File: config.mk
export PLATFORM = sky130hd
export DESIGN_NAME = multi_policy_task_scheduler
export DESIGN_NICKNAME = d
export VERILOG_FILES = /design/src/rtl/core/mpts_pkg.sv /design/src/rtl/core/mpts_table.sv /design/src/rtl/core/mpts_alu.sv /design/src/rtl/core/mpts_ctrl.sv /design/src/rtl/core/multi_policy_task_scheduler.sv
export SDC_FILE = /design/constraint.sdc
export NUM_CORES = 1
export LEC_CHECK = 0
export BUFFER_PORTS_ARGS = -buffer_cell sky130_fd_sc_hd__buf_2
export CORE_ASPECT_RATIO = 1.75
export CORE_MARGIN = 2
export CORE_UTILIZATION = 55
export CTS_CLUSTER_SIZE = 28
export DETAILED_ROUTE_END_ITERATION = 8
export GPL_TIMING_DRIVEN = 0
export HOLD_SLACK_MARGIN = 0.06
export MAX_ROUTING_LAYER = met4
export PLACE_DENSITY = 0.77
export REMOVE_ABC_BUFFERS = 1
export SLEW_MARGIN = 20
export SYNTH_ARGS = -nofsm -noshare
export SYNTH_HDL_FRONTEND = slang
export SYNTH_HIERARCHICAL = 1
export SYNTH_SLANG_ARGS = --single-unit
File: constraint.sdc
create_clock -name clk -period 9.1 [get_ports clk]
set_input_delay 1.365 -clock clk [delete_from_list [all_inputs] [get_ports clk]]
set_output_delay 1.365 -clock clk [all_outputs]
set_load 0.05 [all_outputs]
File: src/rtl/core/mpts_pkg.sv
// ----------------------------------------------------------------------------
// mpts_pkg
// Types, codes and field widths shared by the multi-policy task scheduler.
// ----------------------------------------------------------------------------
package mpts_pkg;

	// Request operation codes.
	localparam logic [1:0] OP_LOAD    = 2'd0;
	localparam logic [1:0] OP_TICK    = 2'd1;
	localparam logic [1:0] OP_RESTART = 2'd2;

	// Scheduling policy codes.
	localparam logic [2:0] POL_FCFS  = 3'd0;
	localparam logic [2:0] POL_SJF   = 3'd1;
	localparam logic [2:0] POL_SRTF  = 3'd2;
	localparam logic [2:0] POL_PRIO  = 3'd3;
	localparam logic [2:0] POL_PPRIO = 3'd4;
	localparam logic [2:0] POL_RR    = 3'd5;

	// Configuration register indexes.
	localparam logic [1:0] REG_POLICY     = 2'd0;
	localparam logic [1:0] REG_QUANTUM    = 2'd1;
	localparam logic [1:0] REG_TASK_COUNT = 2'd2;

	localparam logic [3:0]  QUANTUM_RST    = 4'd4;
	localparam logic [4:0]  TASK_COUNT_RST = 5'd16;
	localparam logic [15:0] TIME_MAX       = 16'hFFFF;

	typedef struct packed {
		logic [1:0]  op;
		logic [3:0]  slot;
		logic [11:0] arrival;
		logic [7:0]  burst;
		logic [7:0]  prio;
	} req_t;

	typedef struct packed {
		logic        running_valid;
		logic [3:0]  running_slot;
		logic [15:0] now_time;
		logic        finished;
		logic [15:0] waiting_time;
		logic [15:0] turnaround_time;
		logic        all_done;
	} rsp_t;

	// One row of the task table as read back by the sequencer.
	typedef struct packed {
		logic [11:0] arrival;
		logic [7:0]  burst;
		logic [7:0]  prio;
		logic [7:0]  remaining;
	} entry_t;

	typedef enum logic [2:0] {
		ST_IDLE,
		ST_MOD,
		ST_SCAN,
		ST_DECIDE,
		ST_TURN,
		ST_WAIT,
		ST_OUT
	} state_t;

endpackage

File: src/rtl/core/mpts_table.sv
// ----------------------------------------------------------------------------
// mpts_table
// Task table memories: arrival, burst, priority and remaining service time,
// one read port with registered data and one write port per array.
// ----------------------------------------------------------------------------
module mpts_table #(
	parameter int SLOTS = 16,
	parameter int IDX_W = $clog2(SLOTS)
) (
	input  logic                clk,
	input  logic                ld_en,
	input  logic [IDX_W-1:0]    ld_addr,
	input  logic [11:0]         ld_arrival,
	input  logic [7:0]          ld_burst,
	input  logic [7:0]          ld_prio,
	input  logic                rem_en,
	input  logic [IDX_W-1:0]    rem_addr,
	input  logic [7:0]          rem_data,
	input  logic [IDX_W-1:0]    rd_addr,
	output mpts_pkg::entry_t    rd_data
);

	logic [11:0] arr_mem [SLOTS];
	logic [7:0]  bur_mem [SLOTS];
	logic [7:0]  pri_mem [SLOTS];
	logic [7:0]  rem_mem [SLOTS];

	mpts_pkg::entry_t rd_data_q;

	always_ff @(posedge clk) begin
		if (ld_en) begin
			arr_mem[ld_addr] <= ld_arrival;
			bur_mem[ld_addr] <= ld_burst;
			pri_mem[ld_addr] <= ld_prio;
		end
		if (rem_en) begin
			rem_mem[rem_addr] <= rem_data;
		end
	end

	always_ff @(posedge clk) begin
		rd_data_q.arrival   <= arr_mem[rd_addr];
		rd_data_q.burst     <= bur_mem[rd_addr];
		rd_data_q.prio      <= pri_mem[rd_addr];
		rd_data_q.remaining <= rem_mem[rd_addr];
	end

	assign rd_data = rd_data_q;

endmodule

File: src/rtl/core/mpts_alu.sv
// ----------------------------------------------------------------------------
// mpts_alu
// Shared subtract and compare unit used for key compares during the slot
// scan and for the turnaround and waiting time differences.
// ----------------------------------------------------------------------------
module mpts_alu (
	input  logic [15:0] a,
	input  logic [15:0] b,
	output logic [15:0] diff,
	output logic        lt
);

	// The borrow out of the 17-bit difference is set exactly when a < b.
	assign {lt, diff} = {1'b0, a} - {1'b0, b};

endmodule

File: src/rtl/core/mpts_ctrl.sv
// ----------------------------------------------------------------------------
// mpts_ctrl
// Scheduler sequencer: accepts requests, scans the task table one slot per
// cycle through the shared compare unit, updates the run state and holds the
// response register.
// ----------------------------------------------------------------------------
module mpts_ctrl #(
	parameter int SLOTS = 16,
	parameter int IDX_W = $clog2(SLOTS)
) (
	input  logic                clk,
	input  logic                arst_n,
	input  logic                req_valid,
	output logic                req_ready,
	input  mpts_pkg::req_t      req,
	output logic                rsp_valid,
	input  logic                rsp_ready,
	output mpts_pkg::rsp_t      rsp,
	input  logic [2:0]          policy,
	input  logic [3:0]          quantum,
	input  logic [4:0]          task_count,
	output logic                ld_en,
	output logic [IDX_W-1:0]    ld_addr,
	output logic [11:0]         ld_arrival,
	output logic [7:0]          ld_burst,
	output logic [7:0]          ld_prio,
	output logic                rem_en,
	output logic [IDX_W-1:0]    rem_addr,
	output logic [7:0]          rem_data,
	output logic [IDX_W-1:0]    rd_addr,
	input  mpts_pkg::entry_t    rd_data
);

	localparam int CNT_W = $clog2(SLOTS + 1);

	mpts_pkg::state_t state_q, state_d;

	// Run state.
	logic [15:0]      clock_q;
	logic [IDX_W-1:0] cur_slot_q;
	logic             cur_valid_q;
	logic [3:0]       slice_q;
	logic [SLOTS-1:0] done_q;
	logic [SLOTS-1:0] fresh_q;

	// Scan state.
	logic [CNT_W-1:0] cnt_q;
	logic [CNT_W-1:0] idx_q;
	logic             vld_s1;
	logic [IDX_W-1:0] idx_s1;
	logic             found_q;
	logic [IDX_W-1:0] best_idx_q;
	logic [11:0]      best_key_q;
	logic [11:0]      best_arr_q;
	logic [7:0]       best_bur_q;
	logic [7:0]       best_rem_q;
	logic             cur_elig_q;
	logic [11:0]      cur_arr_q;
	logic [7:0]       cur_bur_q;
	logic [7:0]       cur_rem_q;

	// Finish bookkeeping and response fields.
	logic [11:0]      sel_arr_q;
	logic [7:0]       sel_bur_q;
	logic [15:0]      turn_q;
	logic             res_run_q;
	logic [3:0]       res_slot_q;
	logic             res_fin_q;
	logic [15:0]      res_wait_q;
	logic [15:0]      res_turn_q;
	logic             rsp_valid_q;
	mpts_pkg::rsp_t   rsp_q;

	logic             accept;
	logic             slot_ok;
	logic [CNT_W-1:0] count;
	logic [2:0]       pol;
	logic [3:0]       qval;
	logic [15:0]      clk_inc;
	logic [CNT_W-1:0] start_idx;
	logic [CNT_W-1:0] idx_next;
	logic             mod_sub;
	logic             scan_issue;
	logic             scan_end;
	logic             rd_elig;
	logic             rd_is_cur;
	logic [7:0]       rem_eff;
	logic [11:0]      key;
	logic             is_max;
	logic             take;
	logic             nonpre;
	logic             keep;
	logic             have;
	logic [IDX_W-1:0] sel_idx;
	logic [11:0]      sel_arr;
	logic [7:0]       sel_bur;
	logic [7:0]       sel_rem;
	logic [7:0]       rem_new;
	logic [3:0]       slice_base;
	logic [3:0]       slice_dec;
	logic [SLOTS-1:0] use_mask;
	logic             all_done;
	logic             out_load;
	logic [15:0]      alu_a;
	logic [15:0]      alu_b;
	logic [15:0]      alu_diff;
	logic             alu_lt;
	logic [15:0]      alu_sat;

	mpts_alu u_alu (
		.a    (alu_a),
		.b    (alu_b),
		.diff (alu_diff),
		.lt   (alu_lt)
	);

	assign accept  = req_valid && req_ready;
	assign slot_ok = 32'(req.slot) < SLOTS;
	assign count   = (32'(task_count) > SLOTS) ? CNT_W'(SLOTS) : CNT_W'(task_count);
	assign pol     = (policy > mpts_pkg::POL_RR) ? mpts_pkg::POL_FCFS : policy;
	assign qval    = (quantum == 4'd0) ? 4'd1 : quantum;
	assign clk_inc = (clock_q == mpts_pkg::TIME_MAX) ? clock_q : clock_q + 16'd1;

	// Round robin starts after the current task, or at the stale slot when idle.
	assign start_idx = cur_valid_q ? CNT_W'(cur_slot_q) + CNT_W'(1) : CNT_W'(cur_slot_q);
	assign idx_next  = (idx_q + CNT_W'(1) == count) ? '0 : idx_q + CNT_W'(1);
	assign mod_sub   = (state_q == mpts_pkg::ST_MOD) && (count != '0) && (idx_q >= count);

	assign scan_issue = (state_q == mpts_pkg::ST_SCAN) && (cnt_q < count);
	assign scan_end   = (state_q == mpts_pkg::ST_SCAN) && !(cnt_q < count) && !vld_s1;

	// Data stage of the scan: the table row of slot idx_s1 is on rd_data.
	assign rd_elig   = vld_s1 && !done_q[idx_s1] && (16'(rd_data.arrival) <= clock_q);
	assign rd_is_cur = idx_s1 == cur_slot_q;
	assign rem_eff   = fresh_q[idx_s1] ? rd_data.burst : rd_data.remaining;
	assign is_max    = (pol == mpts_pkg::POL_PRIO) || (pol == mpts_pkg::POL_PPRIO);

	always_comb begin
		case (pol) inside
			mpts_pkg::POL_SJF:                     key = 12'(rd_data.burst);
			mpts_pkg::POL_SRTF:                    key = 12'(rem_eff);
			mpts_pkg::POL_PRIO, mpts_pkg::POL_PPRIO: key = 12'(rd_data.prio);
			default:                               key = rd_data.arrival;
		endcase
	end

	assign take = rd_elig && ((pol == mpts_pkg::POL_RR) ? !found_q : (!found_q || alu_lt));

	// Selection at the end of the scan.
	assign nonpre = (pol == mpts_pkg::POL_FCFS) || (pol == mpts_pkg::POL_SJF) ||
		(pol == mpts_pkg::POL_PRIO);
	assign keep = cur_valid_q && cur_elig_q &&
		(nonpre || ((pol == mpts_pkg::POL_RR) && (slice_q != 4'd0)));
	assign have    = keep || found_q;
	assign sel_idx = keep ? cur_slot_q : best_idx_q;
	assign sel_arr = keep ? cur_arr_q : best_arr_q;
	assign sel_bur = keep ? cur_bur_q : best_bur_q;
	assign sel_rem = keep ? cur_rem_q : best_rem_q;
	assign rem_new = (sel_rem != 8'd0) ? sel_rem - 8'd1 : 8'd0;
	assign slice_base = ((pol == mpts_pkg::POL_RR) && !keep) ? qval : slice_q;
	assign slice_dec  = ((pol == mpts_pkg::POL_RR) && (slice_base != 4'd0)) ?
		slice_base - 4'd1 : slice_base;

	always_comb begin
		for (int i = 0; i < SLOTS; i++) begin
			use_mask[i] = i < 32'(count);
		end
	end
	assign all_done = &(done_q | ~use_mask);

	assign alu_sat  = alu_lt ? 16'd0 : alu_diff;
	assign out_load = (state_q == mpts_pkg::ST_OUT) && (!rsp_valid_q || rsp_ready);

	// Next state.
	always_comb begin
		state_d = state_q;
		unique case (state_q)
			mpts_pkg::ST_IDLE: begin
				if (accept) begin
					if (req.op == mpts_pkg::OP_TICK) begin
						state_d = (pol == mpts_pkg::POL_RR) ? mpts_pkg::ST_MOD : mpts_pkg::ST_SCAN;
					end else begin
						state_d = mpts_pkg::ST_OUT;
					end
				end
			end
			mpts_pkg::ST_MOD: begin
				if (!mod_sub) begin
					state_d = mpts_pkg::ST_SCAN;
				end
			end
			mpts_pkg::ST_SCAN: begin
				if (scan_end) begin
					state_d = mpts_pkg::ST_DECIDE;
				end
			end
			mpts_pkg::ST_DECIDE: begin
				state_d = (have && (rem_new == 8'd0)) ? mpts_pkg::ST_TURN : mpts_pkg::ST_OUT;
			end
			mpts_pkg::ST_TURN: state_d = mpts_pkg::ST_WAIT;
			mpts_pkg::ST_WAIT: state_d = mpts_pkg::ST_OUT;
			mpts_pkg::ST_OUT: begin
				if (out_load) begin
					state_d = mpts_pkg::ST_IDLE;
				end
			end
			default: state_d = mpts_pkg::ST_IDLE;
		endcase
	end

	// Outputs: handshake, table ports and operands of the shared unit.
	always_comb begin
		req_ready  = state_q == mpts_pkg::ST_IDLE;
		ld_en      = accept && (req.op == mpts_pkg::OP_LOAD) && slot_ok;
		ld_addr    = IDX_W'(req.slot);
		ld_arrival = req.arrival;
		ld_burst   = req.burst;
		ld_prio    = req.prio;
		rem_en     = (state_q == mpts_pkg::ST_DECIDE) && have;
		rem_addr   = sel_idx;
		rem_data   = rem_new;
		rd_addr    = idx_q[IDX_W-1:0];
		alu_a      = '0;
		alu_b      = '0;
		unique case (state_q)
			mpts_pkg::ST_SCAN: begin
				if (is_max) begin
					alu_a = 16'(best_key_q);
					alu_b = 16'(key);
				end else begin
					alu_a = 16'(key);
					alu_b = 16'(best_key_q);
				end
			end
			mpts_pkg::ST_TURN: begin
				alu_a = clock_q;
				alu_b = 16'(sel_arr_q);
			end
			mpts_pkg::ST_WAIT: begin
				alu_a = turn_q;
				alu_b = 16'(sel_bur_q);
			end
			default: begin
			end
		endcase
	end

	// Control state.
	always_ff @(posedge clk or negedge arst_n) begin
		if (!arst_n) begin
			state_q     <= mpts_pkg::ST_IDLE;
			clock_q     <= '0;
			cur_slot_q  <= '0;
			cur_valid_q <= 1'b0;
			slice_q     <= '0;
			done_q      <= '0;
			fresh_q     <= '0;
			cnt_q       <= '0;
			idx_q       <= '0;
			vld_s1      <= 1'b0;
			found_q     <= 1'b0;
			cur_elig_q  <= 1'b0;
			rsp_valid_q <= 1'b0;
		end else begin
			state_q <= state_d;
			case (state_q)
				mpts_pkg::ST_IDLE: begin
					if (accept) begin
						case (req.op)
							mpts_pkg::OP_LOAD: begin
								if (slot_ok) begin
									done_q[ld_addr]  <= 1'b0;
									fresh_q[ld_addr] <= 1'b1;
								end
							end
							mpts_pkg::OP_TICK: begin
								cnt_q      <= '0;
								vld_s1     <= 1'b0;
								found_q    <= 1'b0;
								cur_elig_q <= 1'b0;
								idx_q      <= (pol == mpts_pkg::POL_RR) ? start_idx : '0;
							end
							mpts_pkg::OP_RESTART: begin
								// Fresh slots read their remaining time as the burst.
								done_q      <= '0;
								fresh_q     <= '1;
								clock_q     <= '0;
								cur_slot_q  <= '0;
								cur_valid_q <= 1'b0;
								slice_q     <= '0;
							end
							default: begin
							end
						endcase
					end
				end
				mpts_pkg::ST_MOD: begin
					if (mod_sub) begin
						idx_q <= idx_q - count;
					end
				end
				mpts_pkg::ST_SCAN: begin
					vld_s1 <= scan_issue;
					if (scan_issue) begin
						cnt_q <= cnt_q + CNT_W'(1);
						idx_q <= idx_next;
					end
					if (take) begin
						found_q <= 1'b1;
					end
					if (rd_elig && rd_is_cur) begin
						cur_elig_q <= 1'b1;
					end
				end
				mpts_pkg::ST_DECIDE: begin
					clock_q <= clk_inc;
					if (!have) begin
						cur_valid_q <= 1'b0;
					end else begin
						cur_slot_q       <= sel_idx;
						fresh_q[sel_idx] <= 1'b0;
						if (rem_new == 8'd0) begin
							done_q[sel_idx] <= 1'b1;
							cur_valid_q     <= 1'b0;
							slice_q         <= '0;
						end else begin
							cur_valid_q <= 1'b1;
							slice_q     <= slice_dec;
						end
					end
				end
				default: begin
				end
			endcase
			if (out_load) begin
				rsp_valid_q <= 1'b1;
			end else if (rsp_ready) begin
				rsp_valid_q <= 1'b0;
			end
		end
	end

	// Datapath registers.
	always_ff @(posedge clk) begin
		if (accept) begin
			res_run_q  <= 1'b0;
			res_slot_q <= '0;
			res_fin_q  <= 1'b0;
			res_wait_q <= '0;
			res_turn_q <= '0;
		end
		if (scan_issue) begin
			idx_s1 <= idx_q[IDX_W-1:0];
		end
		if ((state_q == mpts_pkg::ST_SCAN) && take) begin
			best_idx_q <= idx_s1;
			best_key_q <= key;
			best_arr_q <= rd_data.arrival;
			best_bur_q <= rd_data.burst;
			best_rem_q <= rem_eff;
		end
		if ((state_q == mpts_pkg::ST_SCAN) && rd_elig && rd_is_cur) begin
			cur_arr_q <= rd_data.arrival;
			cur_bur_q <= rd_data.burst;
			cur_rem_q <= rem_eff;
		end
		if (state_q == mpts_pkg::ST_DECIDE) begin
			sel_arr_q <= sel_arr;
			sel_bur_q <= sel_bur;
			if (have) begin
				res_run_q  <= 1'b1;
				res_slot_q <= 4'(sel_idx);
				res_fin_q  <= rem_new == 8'd0;
			end
		end
		if (state_q == mpts_pkg::ST_TURN) begin
			turn_q     <= alu_sat;
			res_turn_q <= alu_sat;
		end
		if (state_q == mpts_pkg::ST_WAIT) begin
			res_wait_q <= alu_sat;
		end
		if (out_load) begin
			rsp_q.running_valid   <= res_run_q;
			rsp_q.running_slot    <= res_slot_q;
			rsp_q.now_time        <= clock_q;
			rsp_q.finished        <= res_fin_q;
			rsp_q.waiting_time    <= res_wait_q;
			rsp_q.turnaround_time <= res_turn_q;
			rsp_q.all_done        <= all_done;
		end
	end

	assign rsp_valid = rsp_valid_q;
	assign rsp       = rsp_q;

endmodule

File: src/rtl/core/multi_policy_task_scheduler.sv
// ----------------------------------------------------------------------------
// multi_policy_task_scheduler
// Task table scheduler with first-come-first-served, shortest job first,
// shortest remaining time, priority, preemptive priority and round robin.
// ----------------------------------------------------------------------------
// A load or restart request goes from the idle state to the output state, where
// its response is registered. A tick request walks the slots in use through the
// single table read port and one shared compare unit, one slot per cycle; when
// the running task completes, its turnaround and waiting times are formed in
// the turn and wait states, and under round robin a modulo state first brings
// the start slot below task_count. A new request is accepted while the previous
// response still waits in the output register.
module multi_policy_task_scheduler #(
	parameter int SLOTS = 16
) (
	input  logic                clk,
	input  logic                arst_n,
	input  logic                req_valid,
	output logic                req_ready,
	input  mpts_pkg::req_t      req,
	output logic                rsp_valid,
	input  logic                rsp_ready,
	output mpts_pkg::rsp_t      rsp,
	input  logic                cfg_wr_en,
	input  logic [1:0]          cfg_addr,
	input  logic [4:0]          cfg_wdata
);

	localparam int IDX_W = $clog2(SLOTS);

	logic [2:0] policy_q;
	logic [3:0] quantum_q;
	logic [4:0] task_count_q;

	logic             ld_en;
	logic [IDX_W-1:0] ld_addr;
	logic [11:0]      ld_arrival;
	logic [7:0]       ld_burst;
	logic [7:0]       ld_prio;
	logic             rem_en;
	logic [IDX_W-1:0] rem_addr;
	logic [7:0]       rem_data;
	logic [IDX_W-1:0] rd_addr;
	mpts_pkg::entry_t rd_data;

	always_ff @(posedge clk or negedge arst_n) begin
		if (!arst_n) begin
			policy_q     <= mpts_pkg::POL_FCFS;
			quantum_q    <= mpts_pkg::QUANTUM_RST;
			task_count_q <= mpts_pkg::TASK_COUNT_RST;
		end else if (cfg_wr_en) begin
			unique case (cfg_addr)
				mpts_pkg::REG_POLICY:     policy_q     <= cfg_wdata[2:0];
				mpts_pkg::REG_QUANTUM:    quantum_q    <= cfg_wdata[3:0];
				mpts_pkg::REG_TASK_COUNT: task_count_q <= cfg_wdata;
				default: begin
				end
			endcase
		end
	end

	mpts_table #(
		.SLOTS (SLOTS),
		.IDX_W (IDX_W)
	) u_table (
		.clk        (clk),
		.ld_en      (ld_en),
		.ld_addr    (ld_addr),
		.ld_arrival (ld_arrival),
		.ld_burst   (ld_burst),
		.ld_prio    (ld_prio),
		.rem_en     (rem_en),
		.rem_addr   (rem_addr),
		.rem_data   (rem_data),
		.rd_addr    (rd_addr),
		.rd_data    (rd_data)
	);

	mpts_ctrl #(
		.SLOTS (SLOTS),
		.IDX_W (IDX_W)
	) u_ctrl (
		.clk        (clk),
		.arst_n     (arst_n),
		.req_valid  (req_valid),
		.req_ready  (req_ready),
		.req        (req),
		.rsp_valid  (rsp_valid),
		.rsp_ready  (rsp_ready),
		.rsp        (rsp),
		.policy     (policy_q),
		.quantum    (quantum_q),
		.task_count (task_count_q),
		.ld_en      (ld_en),
		.ld_addr    (ld_addr),
		.ld_arrival (ld_arrival),
		.ld_burst   (ld_burst),
		.ld_prio    (ld_prio),
		.rem_en     (rem_en),
		.rem_addr   (rem_addr),
		.rem_data   (rem_data),
		.rd_addr    (rd_addr),
		.rd_data    (rd_data)
	);

endmodule

==> reports/summary.txt <==
status: complete, no violations
Worst-path clk slew: 0.07 ns
Finish-stage setup viols: 0
dpl hpwl: 60.84 mm
Worst Skew: 0.01924 ns
RSZ-0062 raised after global routing: false
1st-pass router iterations: 5
initial antenna violation count: 4
Hold Path End: u_ctrl/rsp[23]
H-Tree Depth: 3
routed len/inst: 26.36 um
cell row count: 127
asr flop ratio synth: 0.09524
hold_sp: u_ctrl/res_wait_q[6]
period utilization: 0.6834
Congestion Overflow GR: 0
TritonCTS clock tree: built
# Max-Cap Violations: 0
WP data required: 9.44 ns
CTS Buf Count: 76
Routed WL: 90.54 mm
synth cell count leaders: edfxtp_1 (775), nand2_1 (179), mux4_2 (154)
Skew-Pair Late Insertion Delay: 0.64 ns
reg2reg start: u_ctrl/idx_s1[0]
Worst-Margin Slew: 1.098 ns
critical path startpoint category: flop
largest net degree at the start of global routing: 56
routed vias: 21698
Mapped Cells: 2367
worst flop-to-flop path endpoint: u_ctrl/best_arr_q[6]
Die ar.: 0.07078 sq mm
fmax: 160.8 MHz
CTS resizes: 0
critical path type: reg2reg
aggregate global-route resource usage: 0.2671
final net count: 2559
Tightest Hold Check Type: reg2reg
first-iteration detailed-routing DRC count: 1744
top-level I/O count: 103
Final Max Tran Viols: 0
CTS root buf: clkbuf_16
sequential area share after synthesis: 0.6964
power per cell area: 293.6 mW/mm^2
most frequent cell after synthesis: edfxtp_1
Die Y: 350.4 um
Bufs on Longest Clock Path: 3
Yosys reg bits: 903
Antenna Nets Post-Route: 0
hold path depth: 0
Ys Warns: 6
Rel. slew slack: 0.2682
P_leak: 0.01462 uW
global-route wire length before repair: 136.2 mm
Hold Fails Final Rpt: 0
overall power: 12480 uW
Area Growth Syn to Fin: 12.65%
Avg Inst Size Synth: 15.94 sq um
fill count: 4676
setup slack, reg-to-reg: 2.88 ns
Main synth FF type: edfxtp_1
Setup crit end kind: flop
Initial Util: 0.5533
R2R cell count: 18
final cell utilization of the core: 0.6234
post-synth top area cell: edfxtp_1
Post-synth EDFFs: 775
number of global-route vias before repair: 22172
Die Wd: 202.0 um
CP Data Arrival Time: 6.56 ns
Clock Sinks: 903
share of cells above drive strength 1: 0.1998
number of port buffers: 102
CP Max Fanout: 22
Yosys cell types: 84
Worst VDD drop: 0.1980 mV
Yosys top cell area share: 0.6170
RD Place Congestion: 0.9729
DRC Markers: 0
Hold Slack: 0.4167 ns
ranking of synthesized cells by area: edfxtp_1 (62%), mux4_2 (9.2%), dfrtp_1 (5.6%)
post-CTS setup buffers: 0
total core area: 0.06817 sq mm
DR vias/cell: 6.317
post-cts hold buffer count: 0
fin crit period: 6.219 ns
Mapped Area: 0.03772 sq mm
stage by stage:
step | setup WS, ns | setup TNS, ns | instance area (sq um) | cells
after global routing | 2.591 | 0 | 42490 | 3435
after detailed placement | 2.506 | 0 | 39870 | 3292
after global placement | -1.158 | -24.77 | 38620 | 3237
final | 2.881 | 0 | 42490 | 3435
after CTS | 2.469 | 0 | 42460 | 3431
after floorplan | 1.197 | 0 | 36980 | 2232
critical path: stages (launching register included):
cell	delay (ns)
edfxtp_1	0.81
mux4_2	0.65
mux4_2	0.69
mux2i_1	0.27
a21oi_1	0.10
o21ai_0	0.29
nand2_1	0.09
inv_1	0.07
ha_1	0.20
fa_1	0.28
nor2b_4	0.06
o2111a_2	0.31
o31a_1	0.36
o211a_1	0.24
o21ai_2	0.58
a21oi_1	0.21
nor2_4	0.26
buf_16	0.21
buf_16	0.19
report_power, final:
group          internal (uW)  switching (uW)
Sequential              5040             454
Combinational           1430            2180
Clock                   1920            1450
Total                   8390            4090
cells in the final DEF (no fill, tap or decap), types with 44 or more instances in the layout:
cell type and instances:
nor2_1 121, dfrtp_1 80, mux4_2 154, clkbuf_16 81, a22oi_1 99, buf_2 101, ha_1 44, o21ai_0 60
edfxtp_1 775, inv_1 97, nand2_1 179, a21oi_1 94
cells by family after synthesis:
logic type               share of synthesized area
flip-flops                                  0.6964
AND/OR/NAND/NOR                            0.06488
AO/OA/AOI/OAI                              0.07394
buffers and inverters                      0.02969
multiplexers                                0.1075
XOR/XNOR                                   0.01161
adder cells (fa/ha/maj)                    0.01592
other                                   0.00009942
metal layers:
metal  global-route usage  part of all wire  routed length (um)
met1               0.2843              0.34               30650
met3              0.03641             0.058                5207
met2               0.4815              0.55               49720
met5                    -                 0                   0
met4               0.1420             0.055                4953
state kept, by name (all words and copies together) (netlist names), 12 cells and up:
| signal | count |
|---|---|
| u_table/arr_mem | 192 |
| u_table/bur_mem | 128 |
| u_table/pri_mem | 128 |
| u_table/rem_mem | 128 |
| u_ctrl/rsp | 55 |
| u_table/rd_data | 36 |
| u_ctrl/clock_q | 16 |
| u_ctrl/done_q | 16 |
| u_ctrl/fresh_q | 16 |
| u_ctrl/res_turn_q | 16 |
| u_ctrl/res_wait_q | 16 |
| u_ctrl/turn_q | 16 |
| u_ctrl/best_arr_q | 12 |
| u_ctrl/best_key_q | 12 |
| u_ctrl/cur_arr_q | 12 |
| u_ctrl/sel_arr_q | 12 |
area by class of cell:
type	count	area [sq um]	area share
sequential	903	26280	0.6184
timing repair buffer	157	1554	0.03657
inverter	99	371.6	0.008745
antenna	4	10.01	0.0002356
tap	903	1130	0.02659
clock buffer	98	2091	0.04920
multi-input combinational	1230	10570	0.2486
clock inverter	41	494.2	0.01163
how the worst max path moves through the flow:
stage                           from              endpoint  slack [ns]
finish              u_ctrl/idx_s1[0]  u_ctrl/best_arr_q[6]        2.88
detailed placement       policy_q[0]  u_ctrl/best_arr_q[6]        2.51
global route        u_ctrl/idx_s1[0]  u_ctrl/best_key_q[7]        2.59
CTS                      policy_q[0]  u_ctrl/best_key_q[7]        2.47
floorplan            u_ctrl/idx_q[0]       u_ctrl/idx_q[1]        1.20
global placement     u_ctrl/idx_q[0]       u_ctrl/idx_q[1]       -1.16
Note: power is estimated with default switching activity, not from simulation.
